===== src/rtl/jkem_pkg.sv =====
// ----------------------------------------------------------------------------
// jkem_pkg
// Shared types and constants for the joystick to key event mapper.
// ----------------------------------------------------------------------------
package jkem_pkg;

    localparam int NKEYS   = 9;
    localparam int KEY_W   = $clog2(NKEYS);
    localparam int CODE_W  = 8;
    localparam int JOY_W   = 8;
    localparam int HOLD_W  = 4;
    localparam int SHOT_W  = 2;
    localparam int CFG_IDX_W  = 8;
    localparam int CFG_DATA_W = 40;
    localparam int MOVE_W   = 32;
    localparam int ACTION_W = 40;

    localparam logic [HOLD_W-1:0] HOLD_TICKS = HOLD_W'(8);
    localparam logic [HOLD_W-1:0] HOLD_MAX   = '1;
    localparam logic [SHOT_W-1:0] SHOT_LEN   = SHOT_W'(2);

    localparam logic [CFG_IDX_W-1:0] CFG_MOVE_CODES   = CFG_IDX_W'(0);
    localparam logic [CFG_IDX_W-1:0] CFG_ACTION_CODES = CFG_IDX_W'(1);

    localparam logic [JOY_W-1:0] JOY_IDLE = 8'hff;
    localparam int JOY_UP    = 0;
    localparam int JOY_DOWN  = 1;
    localparam int JOY_LEFT  = 2;
    localparam int JOY_RIGHT = 3;
    localparam int JOY_FIRE  = 4;

    localparam int K_UP     = 0;
    localparam int K_DOWN   = 1;
    localparam int K_SPEED  = 2;
    localparam int K_LEFT   = 3;
    localparam int K_RIGHT  = 4;
    localparam int K_SLEFT  = 5;
    localparam int K_SRIGHT = 6;
    localparam int K_FIRE   = 7;
    localparam int K_USE    = 8;

    // key visited at each slot when releasing everything
    localparam logic [KEY_W-1:0] RELEASE_ORDER [NKEYS] = '{
        KEY_W'(K_UP), KEY_W'(K_DOWN), KEY_W'(K_LEFT), KEY_W'(K_RIGHT),
        KEY_W'(K_SLEFT), KEY_W'(K_SRIGHT), KEY_W'(K_SPEED), KEY_W'(K_FIRE),
        KEY_W'(K_USE)
    };

    localparam int QDEPTH  = 2;
    localparam int QADDR_W = $clog2(QDEPTH);

    typedef struct packed {
        logic                           inactive;
        logic [NKEYS-1:0]               want;
        logic [NKEYS-1:0][CODE_W-1:0]   code;
    } jkem_item_t;

    typedef struct packed {
        logic full;
        logic valid;
    } jkem_qstat_t;

endpackage


===== src/rtl/jkem_front.sv =====
// ----------------------------------------------------------------------------
// jkem_front
// Accepts poll ticks, tracks fire hold and shot, forms desired key states.
// ----------------------------------------------------------------------------
module jkem_front (
    input  logic                             clk,
    input  logic                             rst_n,
    input  logic                             cfg_valid,
    output logic                             cfg_ready,
    input  logic [jkem_pkg::CFG_IDX_W-1:0]   cfg_index,
    input  logic [jkem_pkg::CFG_DATA_W-1:0]  cfg_data,
    input  logic                             in_valid,
    output logic                             in_ready,
    input  logic                             in_active,
    input  logic [jkem_pkg::JOY_W-1:0]       in_joy,
    input  jkem_pkg::jkem_qstat_t            q_stat,
    output logic                             q_push,
    output jkem_pkg::jkem_item_t             q_item
);
    import jkem_pkg::*;

    logic [MOVE_W-1:0]   move_reg;
    logic [ACTION_W-1:0] action_reg;
    logic                fire_before_reg, fire_before_next;
    logic [HOLD_W-1:0]   hold_reg, hold_next;
    logic [SHOT_W-1:0]   shot_reg, shot_next;

    logic [JOY_W-1:0]  joy;
    logic              up, down, left, right, fire, dir, use_wanted;
    logic [HOLD_W-1:0] hold_new;
    logic [SHOT_W-1:0] shot_new;

    assign cfg_ready = 1'b1;
    assign in_ready  = !q_stat.full;
    assign q_push    = in_valid && in_ready;

    always_ff @(posedge clk or negedge rst_n)
    begin
        if (!rst_n)
        begin
            move_reg   <= '0;
            action_reg <= '0;
        end
        else if (cfg_valid)
        begin
            if (cfg_index == CFG_MOVE_CODES)
                move_reg <= cfg_data[MOVE_W-1:0];
            else if (cfg_index == CFG_ACTION_CODES)
                action_reg <= cfg_data[ACTION_W-1:0];
        end
    end

    always_comb
    begin
        joy      = (in_joy == '0) ? JOY_IDLE : in_joy;
        up       = !joy[JOY_UP];
        down     = !joy[JOY_DOWN];
        left     = !joy[JOY_LEFT];
        right    = !joy[JOY_RIGHT];
        fire     = !joy[JOY_FIRE];
        dir      = up || down || left || right;

        if (fire)
        begin
            hold_new = (hold_reg != HOLD_MAX) ? hold_reg + HOLD_W'(1) : hold_reg;
            shot_new = fire_before_reg ? shot_reg : SHOT_LEN;
        end
        else
        begin
            hold_new = '0;
            shot_new = '0;
        end
        use_wanted = fire && !dir && (hold_new >= HOLD_TICKS);

        q_item = '0;
        q_item.inactive = !in_active;
        if (in_active)
        begin
            q_item.want[K_UP]     = up;
            q_item.want[K_DOWN]   = down;
            q_item.want[K_SPEED]  = fire && (up || down);
            q_item.want[K_LEFT]   = left && !fire;
            q_item.want[K_RIGHT]  = right && !fire;
            q_item.want[K_SLEFT]  = left && fire;
            q_item.want[K_SRIGHT] = right && fire;
            q_item.want[K_FIRE]   = (shot_new != '0) && !use_wanted;
            q_item.want[K_USE]    = use_wanted;
            q_item.code[K_UP]     = move_reg[7:0];
            q_item.code[K_DOWN]   = move_reg[15:8];
            q_item.code[K_LEFT]   = move_reg[23:16];
            q_item.code[K_RIGHT]  = move_reg[31:24];
            q_item.code[K_SLEFT]  = action_reg[7:0];
            q_item.code[K_SRIGHT] = action_reg[15:8];
            q_item.code[K_SPEED]  = action_reg[23:16];
            q_item.code[K_FIRE]   = action_reg[31:24];
            q_item.code[K_USE]    = action_reg[39:32];
            hold_next        = hold_new;
            shot_next        = (shot_new != '0) ? shot_new - SHOT_W'(1) : shot_new;
            fire_before_next = fire;
        end
        else
        begin
            hold_next        = '0;
            shot_next        = '0;
            fire_before_next = 1'b0;
        end
    end

    always_ff @(posedge clk or negedge rst_n)
    begin
        if (!rst_n)
        begin
            fire_before_reg <= 1'b0;
            hold_reg        <= '0;
            shot_reg        <= '0;
        end
        else if (q_push)
        begin
            fire_before_reg <= fire_before_next;
            hold_reg        <= hold_next;
            shot_reg        <= shot_next;
        end
    end

endmodule


===== src/rtl/jkem_fifo.sv =====
// ----------------------------------------------------------------------------
// jkem_fifo
// Short queue of classified ticks between the front and back parts.
// ----------------------------------------------------------------------------
module jkem_fifo (
    input  logic                   clk,
    input  logic                   rst_n,
    input  logic                   push,
    input  jkem_pkg::jkem_item_t   push_item,
    input  logic                   pop,
    output jkem_pkg::jkem_item_t   head_item,
    output jkem_pkg::jkem_qstat_t  stat
);
    import jkem_pkg::*;

    jkem_item_t           mem_reg [QDEPTH];
    logic [QADDR_W-1:0]   wr_ptr_reg, rd_ptr_reg;
    logic [QADDR_W:0]     count_reg, count_next;

    assign stat.full  = (count_reg == (QADDR_W+1)'(QDEPTH));
    assign stat.valid = (count_reg != '0);
    assign head_item  = mem_reg[rd_ptr_reg];

    always_comb
    begin
        count_next = count_reg;
        if (push && !pop)
            count_next = count_reg + (QADDR_W+1)'(1);
        else if (pop && !push)
            count_next = count_reg - (QADDR_W+1)'(1);
    end

    always_ff @(posedge clk)
    begin
        if (push)
            mem_reg[wr_ptr_reg] <= push_item;
    end

    always_ff @(posedge clk or negedge rst_n)
    begin
        if (!rst_n)
        begin
            wr_ptr_reg <= '0;
            rd_ptr_reg <= '0;
            count_reg  <= '0;
        end
        else
        begin
            if (push)
                wr_ptr_reg <= (wr_ptr_reg == QADDR_W'(QDEPTH-1)) ? '0
                                                                  : wr_ptr_reg + QADDR_W'(1);
            if (pop)
                rd_ptr_reg <= (rd_ptr_reg == QADDR_W'(QDEPTH-1)) ? '0
                                                                  : rd_ptr_reg + QADDR_W'(1);
            count_reg <= count_next;
        end
    end

endmodule


===== src/rtl/jkem_back.sv =====
// ----------------------------------------------------------------------------
// jkem_back
// Holds per-key state and serialises release and press events per tick.
// ----------------------------------------------------------------------------
module jkem_back (
    input  logic                           clk,
    input  logic                           rst_n,
    input  logic                           q_valid,
    input  jkem_pkg::jkem_item_t           q_item,
    output logic                           q_pop,
    output logic                           out_valid,
    input  logic                           out_ready,
    output logic [jkem_pkg::CODE_W-1:0]    out_code,
    output logic                           out_pressed,
    output logic                           out_last
);
    import jkem_pkg::*;

    logic [NKEYS-1:0]  held_reg;
    logic [CODE_W-1:0] hc_reg [NKEYS];

    logic              out_valid_reg;
    logic [CODE_W-1:0] out_code_reg;
    logic              out_pressed_reg;
    logic              out_last_reg;

    logic [KEY_W-1:0]  key_s [NKEYS];
    logic [NKEYS-1:0]  rel, prs, any_ev;
    logic [2*NKEYS-1:0] ev_all;
    logic [KEY_W-1:0]  sel;
    logic [KEY_W-1:0]  sel_key;
    logic              found, load, ev_last, ev_press;
    logic [CODE_W-1:0] ev_code;

    always_comb
    begin
        for (int s = 0; s < NKEYS; s++)
        begin
            key_s[s] = q_item.inactive ? RELEASE_ORDER[s] : KEY_W'(s);
            rel[s]   = held_reg[key_s[s]] &&
                       (!q_item.want[s] || hc_reg[key_s[s]] != q_item.code[s]);
            prs[s]   = q_item.want[s] && (q_item.code[s] != '0) &&
                       (!held_reg[key_s[s]] || rel[s]);
        end
        any_ev = rel | prs;
        ev_all = {prs, rel};
        found  = q_valid && (any_ev != '0);
        sel    = '0;
        for (int s = NKEYS-1; s >= 0; s--)
        begin
            if (any_ev[s])
                sel = KEY_W'(s);
        end
        sel_key  = key_s[sel];
        ev_press = !rel[sel];
        ev_code  = rel[sel] ? hc_reg[sel_key] : q_item.code[sel];
        ev_last  = (ev_all != '0) && ((ev_all & (ev_all - (2*NKEYS)'(1))) == '0);
        load     = found && (!out_valid_reg || out_ready);
        q_pop    = q_valid && ((any_ev == '0) || (load && ev_last));
    end

    always_ff @(posedge clk or negedge rst_n)
    begin
        if (!rst_n)
        begin
            held_reg <= '0;
            for (int k = 0; k < NKEYS; k++)
                hc_reg[k] <= '0;
        end
        else if (load)
        begin
            held_reg[sel_key] <= ev_press;
            if (ev_press)
                hc_reg[sel_key] <= ev_code;
        end
    end

    always_ff @(posedge clk or negedge rst_n)
    begin
        if (!rst_n)
            out_valid_reg <= 1'b0;
        else if (load)
            out_valid_reg <= 1'b1;
        else if (out_ready)
            out_valid_reg <= 1'b0;
    end

    always_ff @(posedge clk)
    begin
        if (load)
        begin
            out_code_reg    <= ev_code;
            out_pressed_reg <= ev_press;
            out_last_reg    <= ev_last;
        end
    end

    assign out_valid   = out_valid_reg;
    assign out_code    = out_code_reg;
    assign out_pressed = out_pressed_reg;
    assign out_last    = out_last_reg;

    a_code_nonzero: assert property (@(posedge clk) disable iff (!rst_n)
        out_valid_reg |-> out_code_reg != '0)
        else $error("event with zero key code");

    a_empty_pop: assert property (@(posedge clk) disable iff (!rst_n)
        (q_valid && any_ev == '0) |-> q_pop)
        else $error("tick without events not retired");

    a_last_pop: assert property (@(posedge clk) disable iff (!rst_n)
        (load && ev_last) |-> q_pop)
        else $error("final event did not retire tick");

    a_release_clears: assert property (@(posedge clk) disable iff (!rst_n)
        (load && !ev_press) |=> !held_reg[$past(sel_key)])
        else $error("key still held after release");

endmodule


===== src/rtl/joystick_to_key_event_mapper.sv =====
// ----------------------------------------------------------------------------
// joystick_to_key_event_mapper
// Turns polled joystick ticks into a stream of virtual key release/press
// transactions.
// Path: a tick is queued, then its first event is registered at the output.
// Throughput: one event per cycle from the back part while m_axis_tready is
// high; a tick yields up to 18 events; a two-entry queue decouples the parts.
// Reset: key state, fire tracking, key codes and queue all cleared at once.
// ----------------------------------------------------------------------------
module joystick_to_key_event_mapper (
    input  logic                             clk,
    input  logic                             rst_n,
    input  logic                             cfg_valid,
    output logic                             cfg_ready,
    input  logic [jkem_pkg::CFG_IDX_W-1:0]   cfg_index,
    input  logic [jkem_pkg::CFG_DATA_W-1:0]  cfg_data,
    input  logic                             s_axis_tvalid,
    output logic                             s_axis_tready,
    input  logic [7:0]                       s_axis_tdata,   // [7:0] joy_byte
    input  logic                             s_axis_tuser,   // [0] active
    output logic                             m_axis_tvalid,
    input  logic                             m_axis_tready,
    output logic [7:0]                       m_axis_tdata,   // [7:0] key_code
    output logic                             m_axis_tuser,   // [0] pressed
    output logic                             m_axis_tlast
);
    import jkem_pkg::*;

    jkem_item_t  push_item, head_item;
    jkem_qstat_t q_stat;
    logic        push, pop;

    jkem_front u_front (
        .clk       (clk),
        .rst_n     (rst_n),
        .cfg_valid (cfg_valid),
        .cfg_ready (cfg_ready),
        .cfg_index (cfg_index),
        .cfg_data  (cfg_data),
        .in_valid  (s_axis_tvalid),
        .in_ready  (s_axis_tready),
        .in_active (s_axis_tuser),
        .in_joy    (s_axis_tdata),
        .q_stat    (q_stat),
        .q_push    (push),
        .q_item    (push_item)
    );

    jkem_fifo u_fifo (
        .clk       (clk),
        .rst_n     (rst_n),
        .push      (push),
        .push_item (push_item),
        .pop       (pop),
        .head_item (head_item),
        .stat      (q_stat)
    );

    jkem_back u_back (
        .clk         (clk),
        .rst_n       (rst_n),
        .q_valid     (q_stat.valid),
        .q_item      (head_item),
        .q_pop       (pop),
        .out_valid   (m_axis_tvalid),
        .out_ready   (m_axis_tready),
        .out_code    (m_axis_tdata),
        .out_pressed (m_axis_tuser),
        .out_last    (m_axis_tlast)
    );

endmodule

===== config.mk =====
export PLATFORM = sky130hd
export DESIGN_NAME = joystick_to_key_event_mapper
export DESIGN_NICKNAME = d
export VERILOG_FILES = /design/src/rtl/jkem_pkg.sv /design/src/rtl/jkem_front.sv /design/src/rtl/jkem_fifo.sv /design/src/rtl/jkem_back.sv /design/src/rtl/joystick_to_key_event_mapper.sv
export SDC_FILE = /design/constraint.sdc
export NUM_CORES = 1
export LEC_CHECK = 0
export ABC_CLOCK_PERIOD_IN_PS = 5500
export BUFFER_PORTS_ARGS = -buffer_cell sky130_fd_sc_hd__buf_2
export CAP_MARGIN = 5
export CORE_ASPECT_RATIO = 0.75
export CORE_MARGIN = 2
export CORE_UTILIZATION = 55
export CTS_BUF_LIST = sky130_fd_sc_hd__clkbuf_16
export DETAILED_ROUTE_END_ITERATION = 12
export PLACE_DENSITY = 0.75
export SLEW_MARGIN = 20
export SYNTH_ARGS = -nofsm -noshare
export SYNTH_HDL_FRONTEND = slang
export SYNTH_HIERARCHICAL = 1
export SYNTH_SLANG_ARGS = --single-unit

===== constraint.sdc =====
create_clock -name clk -period 5.5 [get_ports clk]
set_input_delay 0.825 -clock clk [delete_from_list [all_inputs] [get_ports clk]]
set_output_delay 0.825 -clock clk [all_outputs]
set_load 0.03 [all_outputs]

After elaboration in Yosys (flattened, before gate mapping)
Memory sizes are Yosys's and may differ from the RTL's.
Cells that the tools add are included.
- ROM bits: 0
- latch bits: 0
- memory bits (writable): 164
- input bits: 62
- logic and storage cells: 265
- memories kept: 1
- flip-flop bits (word level): 175
- memories (name ; depth ; width ; read ports ; clocked after memory_dff ; write ports ; RTL line ; source):
    u_fifo.mem_reg ; 2 ; 82 ; 1 ; 0 ; 1 ; jkem_fifo.sv:16 ; jkem_item_t mem_reg [QDEPTH];
- magnitude comparators: 17
- add/sub/neg operators: 7
- equal/unequal tests: 12
- bitwise operators: 11
- muxes and demuxes: 74
- shift-type cells: 0
- reduce and logical (&&, ||, !) cells: 121
- divide/modulo/power cells: 0
- multiply operators: 0
- operator list (kind ; count):
    binary-select mux 8 bit (select 4 bit) ; 7
    two-way mux 8 bit ; 15
    two-way mux 81 bit ; 1
    bitwise mux 72 bit ; 1
    != test 8 bit ; 9
    nonzero test 8 bit ; 9
    two-way mux 4 bit ; 14
    logical AND 1 bit ; 45
    >= comparator 5 bit (second input constant) ; 7
    < comparator 4 x 5 -> 1 bit (second input constant) ; 7
    NOT 4 -> 5 bit ; 7
    demux 8 bit (select 4 bit) ; 1
    logical NOT 1 bit ; 31
    binary-select mux 1 bit (select 4 bit) ; 6
    logical OR 1 bit ; 23
    bitwise AND 18 bit ; 1
    logical NOT 18 bit ; 1
    nonzero test 18 bit ; 1
    subtractor 18 x 1 -> 18 bit (second input constant) ; 1
    binary-select mux 4 bit (select 4 bit) ; 1
    logical NOT 8 bit ; 2
    two-way mux 1 bit ; 16
    two-way mux 2 bit ; 7
    bitwise mux 9 bit ; 1
    other kinds (20) ; 28

Depth between registers and ports, before layout
Gate-level depths: netlist of the first run.
An unclocked memory read counts as a cell.
- depth after elaboration: 31
- gate-level depth with buffers: 25

Cells and area by module
The synthesis of the first run kept the hierarchy.
- modules (own cells, without submodules) (module ; cells an instance ; area an instance (um^2) ; instances):
    jkem_back ; 785 ; 7238.2 ; 1
    jkem_fifo ; 271 ; 6456.2 ; 1
    jkem_front ; 299 ; 3843.7 ; 1

Worst setup path before layout of the first run
OpenSTA, ideal clock, no wires.
- path kind: input-to-reg
- from: input port s_axis_tvalid
- to: memory u_fifo/mem_reg[0][0] in the netlist's numbering (enable)
- setup slack: 0.101 ns
- path buffers: 1
- library setup time: 0.533 ns
- cell stages on the path: 4
- arrival time: 4.866 ns
- required time: 4.967 ns
- cell sequence: nand2b_1 -> clkbuf_1 -> inv_1 -> nor2b_1
- longest elaborated chain between the ends: 3
- ends and longest elaborated chain (item ; RTL line ; source):
    from (decl) ; joystick_to_key_event_mapper.sv:17 ; input logic s_axis_tvalid,
    logical AND 1 bit ; jkem_front.sv:35 ; assign q_push = in_valid && in_ready;
    net push ; joystick_to_key_event_mapper.sv:31 ; logic push, pop;
    two-way mux 1 bit ; jkem_fifo.sv:35 ; if (push)
    two-way mux 1 bit (implied by the code) ; jkem_fifo.sv:36 ; mem_reg[wr_ptr_reg] <= push_item;
    to (decl) ; jkem_fifo.sv:16 ;
The timed path passes the listed nets, and every way through them passes these cells.

==> qor.csv, run 1 <==
metric,value,unit
Startpoint Class,register,
Max Slew Vio Count,0,
core area,0.0313,sq mm
DR vias/cell,6.11,
Die Height,159,um
Synth warnings,6,
Sw Pwr,4.79,mW
"EDFF count, synth",174,
largest net degree at the start of global routing,79,
synthesized flop and latch total,339,
count of clock tree sinks,339,
antenna cells,0,
outcome,"finished, final reports clean",
Pwr Total,11.5,mW
Crit. End Element,register,
RSZ-0062 raised after global routing,yes,
largest fanout on the critical path,17,
cell family with most CP delay,compound AO/OA/AOI/OAI gates,
PortBufs,73,
critical path data required time,5.91,ns
CTS tree,done,
Synth area leader,edfxtp_1,
fraction of registers with async set/reset,48.7,%
Die ar.,0.0333,sq mm
r2r endpoint,u_back/hc_reg[54],
Die X,210,um
crit path DAT,5.68,ns
CTS Buf Count,34,
Non-Filler Instances,1904,
via count,11600,
pwr dens,584,mW/mm^2
antenna violations before repair,1,
CP cell instances,"buf_12, mux2_2, xor2_1, nor4_1, buf_4, a41o_1, o21ai_0, a21oi_1, o311a_1, a21boi_1, inv_1, ha_1, a21oi_1, o311a_1, nor2_2, and2_1, buf_4, nand3_2, mux2_1",
vias in the first global route,11400,
crit path from,u_fifo/rd_ptr_reg,
number of hold buffers added after cts,0,
GPL Wtd Cong,1.02,
initial cell density of the core,56.0,%
Buffers & Inverters on Critical Path,4,
minimum clock period,5.27,ns
Setup Buffers After CTS,0,
setup TNS,0,ns
distinct cell type count after synthesis,81,
fillers,2368,
Worst-Margin Slew,0.855,ns
Slew headroom,43.0,%
CP max stage delay,0.55,ns
row cnt,56,
Cells after Synth,1355,
Seq pwr share,34.7,%
max reg flops,164,
Clock Latency Late Sink,0.54,ns
WL/cell,26.4,um
Root Buffer,clkbuf_16,
average cell area after synthesis,12.9,sq um
Clock Tree Buf Depth,3,
"antenna viol nets, final",0,
Residual DRC,0,
Setup CP Type,register to register,
worst r2r src,u_fifo/rd_ptr_reg,
Pre-antenna DRT Iters,5,
post-synthesis cell area,0.0175,sq mm
GR Util All Layers,30.6,%
Post-synth top cells,"174 x edfxtp_1, 165 x dfrtp_1, 128 x nand2_1",
Ports,75,
Max IR drop VDD,0.349,mV
Initial DRC Count,1131,
worst min-delay path category,input pin to async pin,
clock skew,0.0190,ns
Reg2Reg Depth,19,
ranking of synthesized cells by area,"edfxtp_1 30%, dfrtp_1 24%, mux2_4 9.7%, mux2i_1 4.6%, mux2_2 4.6%",
DP Wirelength,37800,um
r2r setup slk,0.23,ns
worst hold slack,0.247,ns
Leakage,8.44,nW
Clock Power Share,19.8,%
Area Growth Syn to Fin,12.0,%
Final Hold Fails,0,
most frequent cell after synthesis,edfxtp_1,
total gr overflow,0,
max frequency,190,MHz
global-route wire length before repair,74100,um
cell with the largest stage delay on the worst path,dfrtp_4,
Total Routed Length,50200,um
endpoints failing setup,0,
dominant synthesized flop cell,edfxtp_1,
H-tree levels,2,
sequential share of the synthesized area,53.3,%
Nets,1539,
Gate power share,45.5,%
Synth top area share,29.8,%
critical path depth,19,
"Reg clk slew, reported paths",0.07,ns
Sw Ratio,41.7,%
placed cells,1842,
crit path to,u_back/hc_reg[54],
share of layout cells above drive strength 1,28.0,%
max cap viols,0,
Pint,6.68,mW
syn nets,1422,
crit share post-route,95.9,%
[per-stage QoR]
| step | worst slack (ns) | utilization [%] | area [sq um] |
|---|---|---|---|
| 4_1_cts | 0.195 | 62.6 | 19600 |
| 3_3_place_gp | 0.198 | 59.2 | 18500 |
| 3_5_place_dp | 0.237 | 59.2 | 18500 |
| 2_1_floorplan | 0.101 | - | 17500 |
| 5_1_grt | -0.0387 | 62.7 | 19600 |
| 6_report | 0.227 | 62.7 | 19600 |
[cell families (layout without fill, tap and decap cells)]
logic type      Yosys count  after routing  share of synthesized area, %
compound gates          186            186                          7.18
xor+xnor                 73             73                          3.65
fa+ha+maj                 7              7                         0.471
buf+inv                  85            228                          3.23
flops                   339            339                          53.3
mux                     286            286                          20.3
other cells               1              1                        0.0214
simple gates            378            378                          11.8
[routing by layer]
| metal | vias to the layer above | share of wire [%] | global-route usage, % |
|---|---|---|---|
| li1 | 5215 | - | - |
| met1 | 5841 | 46 | 46.0 |
| met2 | 498 | 43 | 45.0 |
| met3 | 82 | 8.6 | 7.06 |
| met4 | 0 | 2.2 | 7.67 |
| met5 | - | 0 | 0 |
[how the worst min path moves through the flow]
stage,start,to,slack [ns],cells past startpoint
after floorplan,u_fifo/count_reg[1],u_fifo/count_reg[1],0.45,1
after global placement,u_front/move_reg[5],u_front/move_reg[5],0.46,1
after detailed placement,u_front/move_reg[5],u_front/move_reg[5],0.47,1
after CTS,rst_n,u_back/hc_reg[31],0.24,1
after global routing,rst_n,u_back/hc_reg[31],0.26,1
final,rst_n,u_back/hc_reg[31],0.25,1
[cell usage in the layout (no fill, tap or decap), types with 40 or more instances in the layout]
cell | Yosys | final
and2_1 | 78 | 77
dfrtp_1 | 165 | 164
mux2i_1 | 80 | 79
xnor2_1 | 40 | 40
mux2_4 | 113 | 112
nand2_1 | 128 | 128
buf_4 | 6 | 69
mux2_2 | 71 | 71
buf_2 | 23 | 72
edfxtp_1 | 174 | 174
[area by class of cell]
type	count	area, sq um	area share (%)
Tap cell	406	508	2.59
Timing Repair Buffer	145	950	4.84
Clock buffer	34	851	4.33
Multi-Input combinational cell	931	7660	39.0
Inverter	21	78.8	0.401
Sequential cell	339	9360	47.7
Clock inverter	28	226	1.15
[power by group through the flow]
stage          clock [mW]  sequential, mW  combinational, mW
6_report             2.26            3.98               5.22
5_1_grt              2.41            4.01               5.54
4_1_cts              2.30            3.94               5.14
3_5_place_dp            0            3.98               5.12
3_3_place_gp            0            3.97               5.09
2_1_floorplan           0            3.76               3.42
[timing repair]
action | in CTS | in global routing
endpoints found under the setup margin | 0 | 32
gates resized for setup | 0 | 5
endpoints found under the hold margin | 0 | 0
(Power assumes the default switching activity.)
==> run 2: changes to the inputs <==
- CELL_PAD_IN_SITES_DETAIL_PLACEMENT: default -> 1
- CELL_PAD_IN_SITES_GLOBAL_PLACEMENT: default -> 2
- CORE_UTILIZATION: 55 -> 40
- PLACE_DENSITY: 0.75 -> default
- PLACE_DENSITY_LB_ADDON: default -> 0.1
==> qor.csv, run 2 (synthesized netlist as in run 1, its figures left out) <==
metric,value,unit
"commonest non-fill, non-tap cell in the layout",edfxtp_1,
critical path data required time,5.90,ns
worst min-delay path category,input pin to async pin,
antenna violations before repair,1,
area of the multi-input gates,0.00766,sq mm
crit path DAT,5.51,ns
Crit path top cell by count,nand2_1,
pwr dens,593,mW/mm^2
Clock Latency Late Sink,0.55,ns
RSZ-0062 raised after global routing,no,
"Reg clk slew, reported paths",0.06,ns
largest fanout on the critical path,38,
GR Util All Layers,25.1,%
outcome,"finished, final reports clean",
cell with the largest stage delay on the worst path,dfrtp_4,
Pre-antenna DRT Iters,7,
max reg flops,164,
endpoints failing setup,0,
Area Growth Syn to Fin,14.4,%
share of layout cells above drive strength 1,28.7,%
H-tree levels,2,
Crit. End Element,register,
minimum clock period,5.11,ns
setup TNS,0,ns
antenna cells,0,
clock skew,0.0263,ns
DR vias/cell,5.56,
Die ar.,0.0456,sq mm
CTS tree,done,
worst hold slack,0.299,ns
Worst-Margin Slew,0.952,ns
CP max stage delay,0.57,ns
PortBufs,73,
Initial DRC Count,955,
Root Buffer,clkbuf_16,
GPL Wtd Cong,0.967,
r2r endpoint,u_back/hc_reg[63],
via count,11600,
setup ws final,0.388,ns
Ports,75,
initial cell density of the core,40.5,%
global-route wire length before repair,82200,um
Die Height,185,um
WL/cell,26.8,um
Slew headroom,36.4,%
"antenna viol nets, final",0,
count of clock tree sinks,339,
largest net degree at the start of global routing,93,
max frequency,196,MHz
DP Wirelength,41800,um
Max Slew Vio Count,0,
CP cell instances,"buf_12, mux2_4, or4_1, o21ai_0, nand2_1, nand2_1, a21oi_1, a21boi_1, inv_1, ha_1, a21oi_1, o311a_2, nor2_2, and2_1, buf_4, nand3_2, buf_4, nand2_1, o21ai_1",
Total Routed Length,56000,um
Nets,1550,
Final Hold Fails,0,
Max IR drop VDD,0.257,mV
row cnt,66,
total gr overflow,0,
Pwr Total,11.9,mW
crit share post-route,92.9,%
Residual DRC,0,
Place WS,0.283,ns
Startpoint Class,register,
Reg2Reg Depth,19,
worst r2r src,u_fifo/rd_ptr_reg,
most frequent cells in the layout,"174 x edfxtp_1, 164 x dfrtp_1, 128 x nand2_1, 112 x mux2_4, 80 x mux2i_1",
Clock Tree Buf Depth,3,
number of hold buffers added after cts,0,
fillers,4489,
Setup Buffers After CTS,0,
Storage cell area,0.00936,sq mm
Setup CP Type,register to register,
Die X,246,um
Leakage,8.58,nW
CTS Buf Count,37,
core area,0.0433,sq mm
vias in the first global route,11900,
r2r setup slk,0.39,ns
max cap viols,0,
[run 2: cell count changes in the layout (fill, tap and decap cells not counted), sizes merged]
cell,before,now
buf,145,153
bufinv,3,4
clkbuf,34,38
clkinv,13,15
clkinvlp,3,2
[run 2: cell type report]
class                   count  area share [%]
well taps                 578            3.60
flip-flops and latches    339            46.6
inverters                  21           0.393
clock buffers              38            4.74
repair buffers            153            5.09
clock inverters            30            1.38
multi-input cells         931            38.2
[run 2: routing by layer]
metal	GRT usage [%]	vias up	wire, um
li1	-	5257	-
met1	37.6	5999	27400
met2	36.1	293	23700
met3	5.80	76	3540
met4	6.50	0	1310
met5	0	-	0
[run 2: worst max path at each step]
| stage | depth (start not counted) | startpoint | to |
|---|---|---|---|
| 2_1_floorplan | 4 | s_axis_tvalid | u_fifo/mem_reg[0][0] |
| 3_3_place_gp | 19 | u_fifo/rd_ptr_reg | u_fifo/count_reg[1] |
| 3_5_place_dp | 18 | u_fifo/rd_ptr_reg | u_fifo/count_reg[1] |
| 4_1_cts | 18 | u_fifo/rd_ptr_reg | u_fifo/count_reg[1] |
| 5_1_grt | 20 | u_fifo/rd_ptr_reg | u_back/hc_reg[44] |
| 6_report | 19 | u_fifo/rd_ptr_reg | u_back/hc_reg[63] |
[run 2: critical path: cells and delay by family, from the launching register on]
family	cells	cell delay [ns]
buffers and inverters	4	0.83
AND/OR/NAND/NOR	7	1.92
AO/OA/AOI/OAI	6	1.12
flip-flops	1	0.57
adder cells (fa/ha/maj)	1	0.14
multiplexers	1	0.36
[run 2: metrics by stage]
stage / instance area [sq um] / std cells / utilization, %
after global placement: 18800 / 2022 / 43.5
after floorplan: 17500 / 1355 / -
after detailed placement: 18800 / 2022 / 43.5
after CTS: 20100 / 2090 / 46.3
after global routing: 20100 / 2090 / 46.4
final: 20100 / 2090 / 46.4
[run 2: repair_timing]
action / CTS / global route
hold endpoints to repair: 0 / 0
gates resized for setup: 0 / 3
setup endpoints to repair: 0 / 14
[run 2: where the power goes]
group	total (mW)	internal, mW	switching [mW]	leakage (nW)
Sequential	4.00	3.36	0.637	3.86
Clock	2.54	1.46	1.08	0.625
Combinational	5.37	2.06	3.32	4.09
==> run 3: changes to the inputs <==
- ABC_AREA: default -> 0
- CORE_UTILIZATION: 40 -> 41
- CTS_BUF_LIST: sky130_fd_sc_hd__clkbuf_16 -> sky130_fd_sc_hd__clkbuf_4
- CTS_CLUSTER_DIAMETER: default -> 100
==> qor.csv, run 3 (synthesized netlist as in run 1, its figures left out) <==
metric,value,unit
minimum clock period,5.18,ns
endpoints failing setup,0,
H-tree levels,3,
max frequency,193,MHz
outcome,"finished, final reports clean",
Non-Filler Instances,2175,
max cap viols,0,
Clock Latency Late Sink,0.86,ns
Worst-Margin Slew,0.881,ns
Die X,243,um
via count,11800,
CTS tree,done,
Nets,1599,
Storage cell area,0.00936,sq mm
Setup CP Type,register to register,
Slew headroom,41.3,%
CTS Buf Count,90,
worst r2r src,u_fifo/rd_ptr_reg,
global-route wire length before repair,82300,um
vias in the first global route,12500,
count of clock tree sinks,339,
setup TNS,0,ns
worst hold slack,0.196,ns
largest fanout on the critical path,48,
crit path from,u_fifo/rd_ptr_reg,
most frequent cells in the layout,"174 x edfxtp_1, 164 x dfrtp_1, 142 x clkbuf_4, 128 x nand2_1, 113 x mux2_4",
Area Growth Syn to Fin,14.2,%
Initial DRC Count,858,
Place WS,0.157,ns
r2r setup slk,0.32,ns
Final Hold Fails,0,
Root Buffer,clkbuf_4,
crit share post-route,94.2,%
Max Slew Vio Count,0,
Pre-antenna DRT Iters,5,
core area,0.0421,sq mm
pwr dens,583,mW/mm^2
"Reg clk slew, reported paths",0.10,ns
GR Util All Layers,25.4,%
clock skew,0.0736,ns
Max IR drop VDD,0.287,mV
share of layout cells above drive strength 1,32.8,%
"antenna viol nets, final",0,
Residual DRC,0,
Startpoint Class,register,
Crit. End Element,register,
Total Routed Length,55400,um
crit path DAT,5.76,ns
antenna violations before repair,3,
GPL Wtd Cong,1.00,
placed cells,2000,
area of the multi-input gates,0.00765,sq mm
Leakage,8.64,nW
max reg flops,164,
critical path data required time,6.08,ns
"commonest non-fill, non-tap cell in the layout",edfxtp_1,
row cnt,65,
Ports,75,
DP Wirelength,40900,um
setup ws final,0.319,ns
Clock Tree Buf Depth,3,
initial cell density of the core,41.6,%
RSZ-0062 raised after global routing,no,
Reg2Reg Depth,17,
PortBufs,73,
largest net degree at the start of global routing,84,
r2r endpoint,u_back/out_code[1],
DR vias/cell,5.44,
Die ar.,0.0445,sq mm
Die Height,183,um
fillers,4536,
WL/cell,25.5,um
crit path to,u_back/out_code[1],
total gr overflow,0,
worst min-delay path category,input pin to register,
==> run 3: cell types whose count changed in the layout (fill, tap and decap cells not counted), sizes merged <==
cell / delta
buf: -5
bufinv: -2
clkbuf: +104
clkinv: -3
diode: +4
dlygate4sd3: +1
inv: -5
==> run 3: layout make-up <==
| cell class | instances | share of cell area, % |
|---|---|---|
| antenna | 4 | 0.0500 |
| clock buffer | 142 | 5.32 |
| clock inverter | 20 | 0.800 |
| inverter | 21 | 0.394 |
| multi-input combinational | 931 | 38.2 |
| sequential | 339 | 46.7 |
| tap | 569 | 3.55 |
| timing repair buffer | 149 | 4.94 |
==> run 3: power by group <==
group	internal (mW)	leakage, nW	switching (mW)	total, mW
combinational	2.04	4.05	3.28	5.32
sequential	3.36	3.86	0.629	3.99
clock	1.27	0.725	1.09	2.36
==> run 3: metal layers <==
layer | up-vias | routed length, um | share of wire (%) | GRT usage, %
met5 | - | 0 | 0 | 0
met4 | 0 | 1130 | 2.0 | 6.80
met3 | 76 | 4210 | 7.6 | 8.90
met2 | 343 | 23700 | 43 | 37.2
met1 | 6016 | 26400 | 48 | 35.8
li1 | 5407 | - | - | -
==> run 3: critical path, stage by stage, from the launching register on <==
cell,delay [ns]
dfrtp_4,0.60
buf_16,0.34
mux2_4,0.38
and3b_1,0.18
o2111a_1,0.36
a31oi_1,0.40
a21oi_1,0.08
o311a_1,0.32
a21boi_1,0.34
ha_1,0.29
a41o_1,0.19
o311a_2,0.36
nor2_2,0.08
buf_4,0.18
a31oi_1,0.20
a21oi_1,0.06
a2111oi_0,0.43
a31oi_1,0.08
==> run 3: per-stage QoR <==
step	power (mW)	util (%)	cell area (sq um)
after CTS	11.6	47.3	19900
after global placement	9.15	44.4	18700
after detailed placement	9.20	44.4	18700
after floorplan	7.18	-	17500
after global routing	12.3	47.5	20000
final	11.7	47.5	20000
==> run 3: how the worst min path moves through the flow <==
stage                               end  cells past startpoint           startpoint  slack [ns]
finish              u_front/move_reg[5]                      2          cfg_data[5]        0.20
global placement    u_front/move_reg[5]                      1  u_front/move_reg[5]        0.47
CTS                 u_front/move_reg[5]                      2          cfg_data[5]        0.10
global route        u_front/move_reg[5]                      2          cfg_data[5]        0.12
floorplan           u_fifo/count_reg[1]                      1  u_fifo/count_reg[1]        0.45
detailed placement  u_front/move_reg[5]                      1  u_front/move_reg[5]        0.47
==> run 3: what timing repair did <==
action | 4_1_cts | 5_1_grt
buffers inserted | 0 | 8
hold buffers | 1 | 0
endpoints found under the setup margin | 0 | 33
endpoints found under the hold margin | 6 | 0
resized for setup | 0 | 2
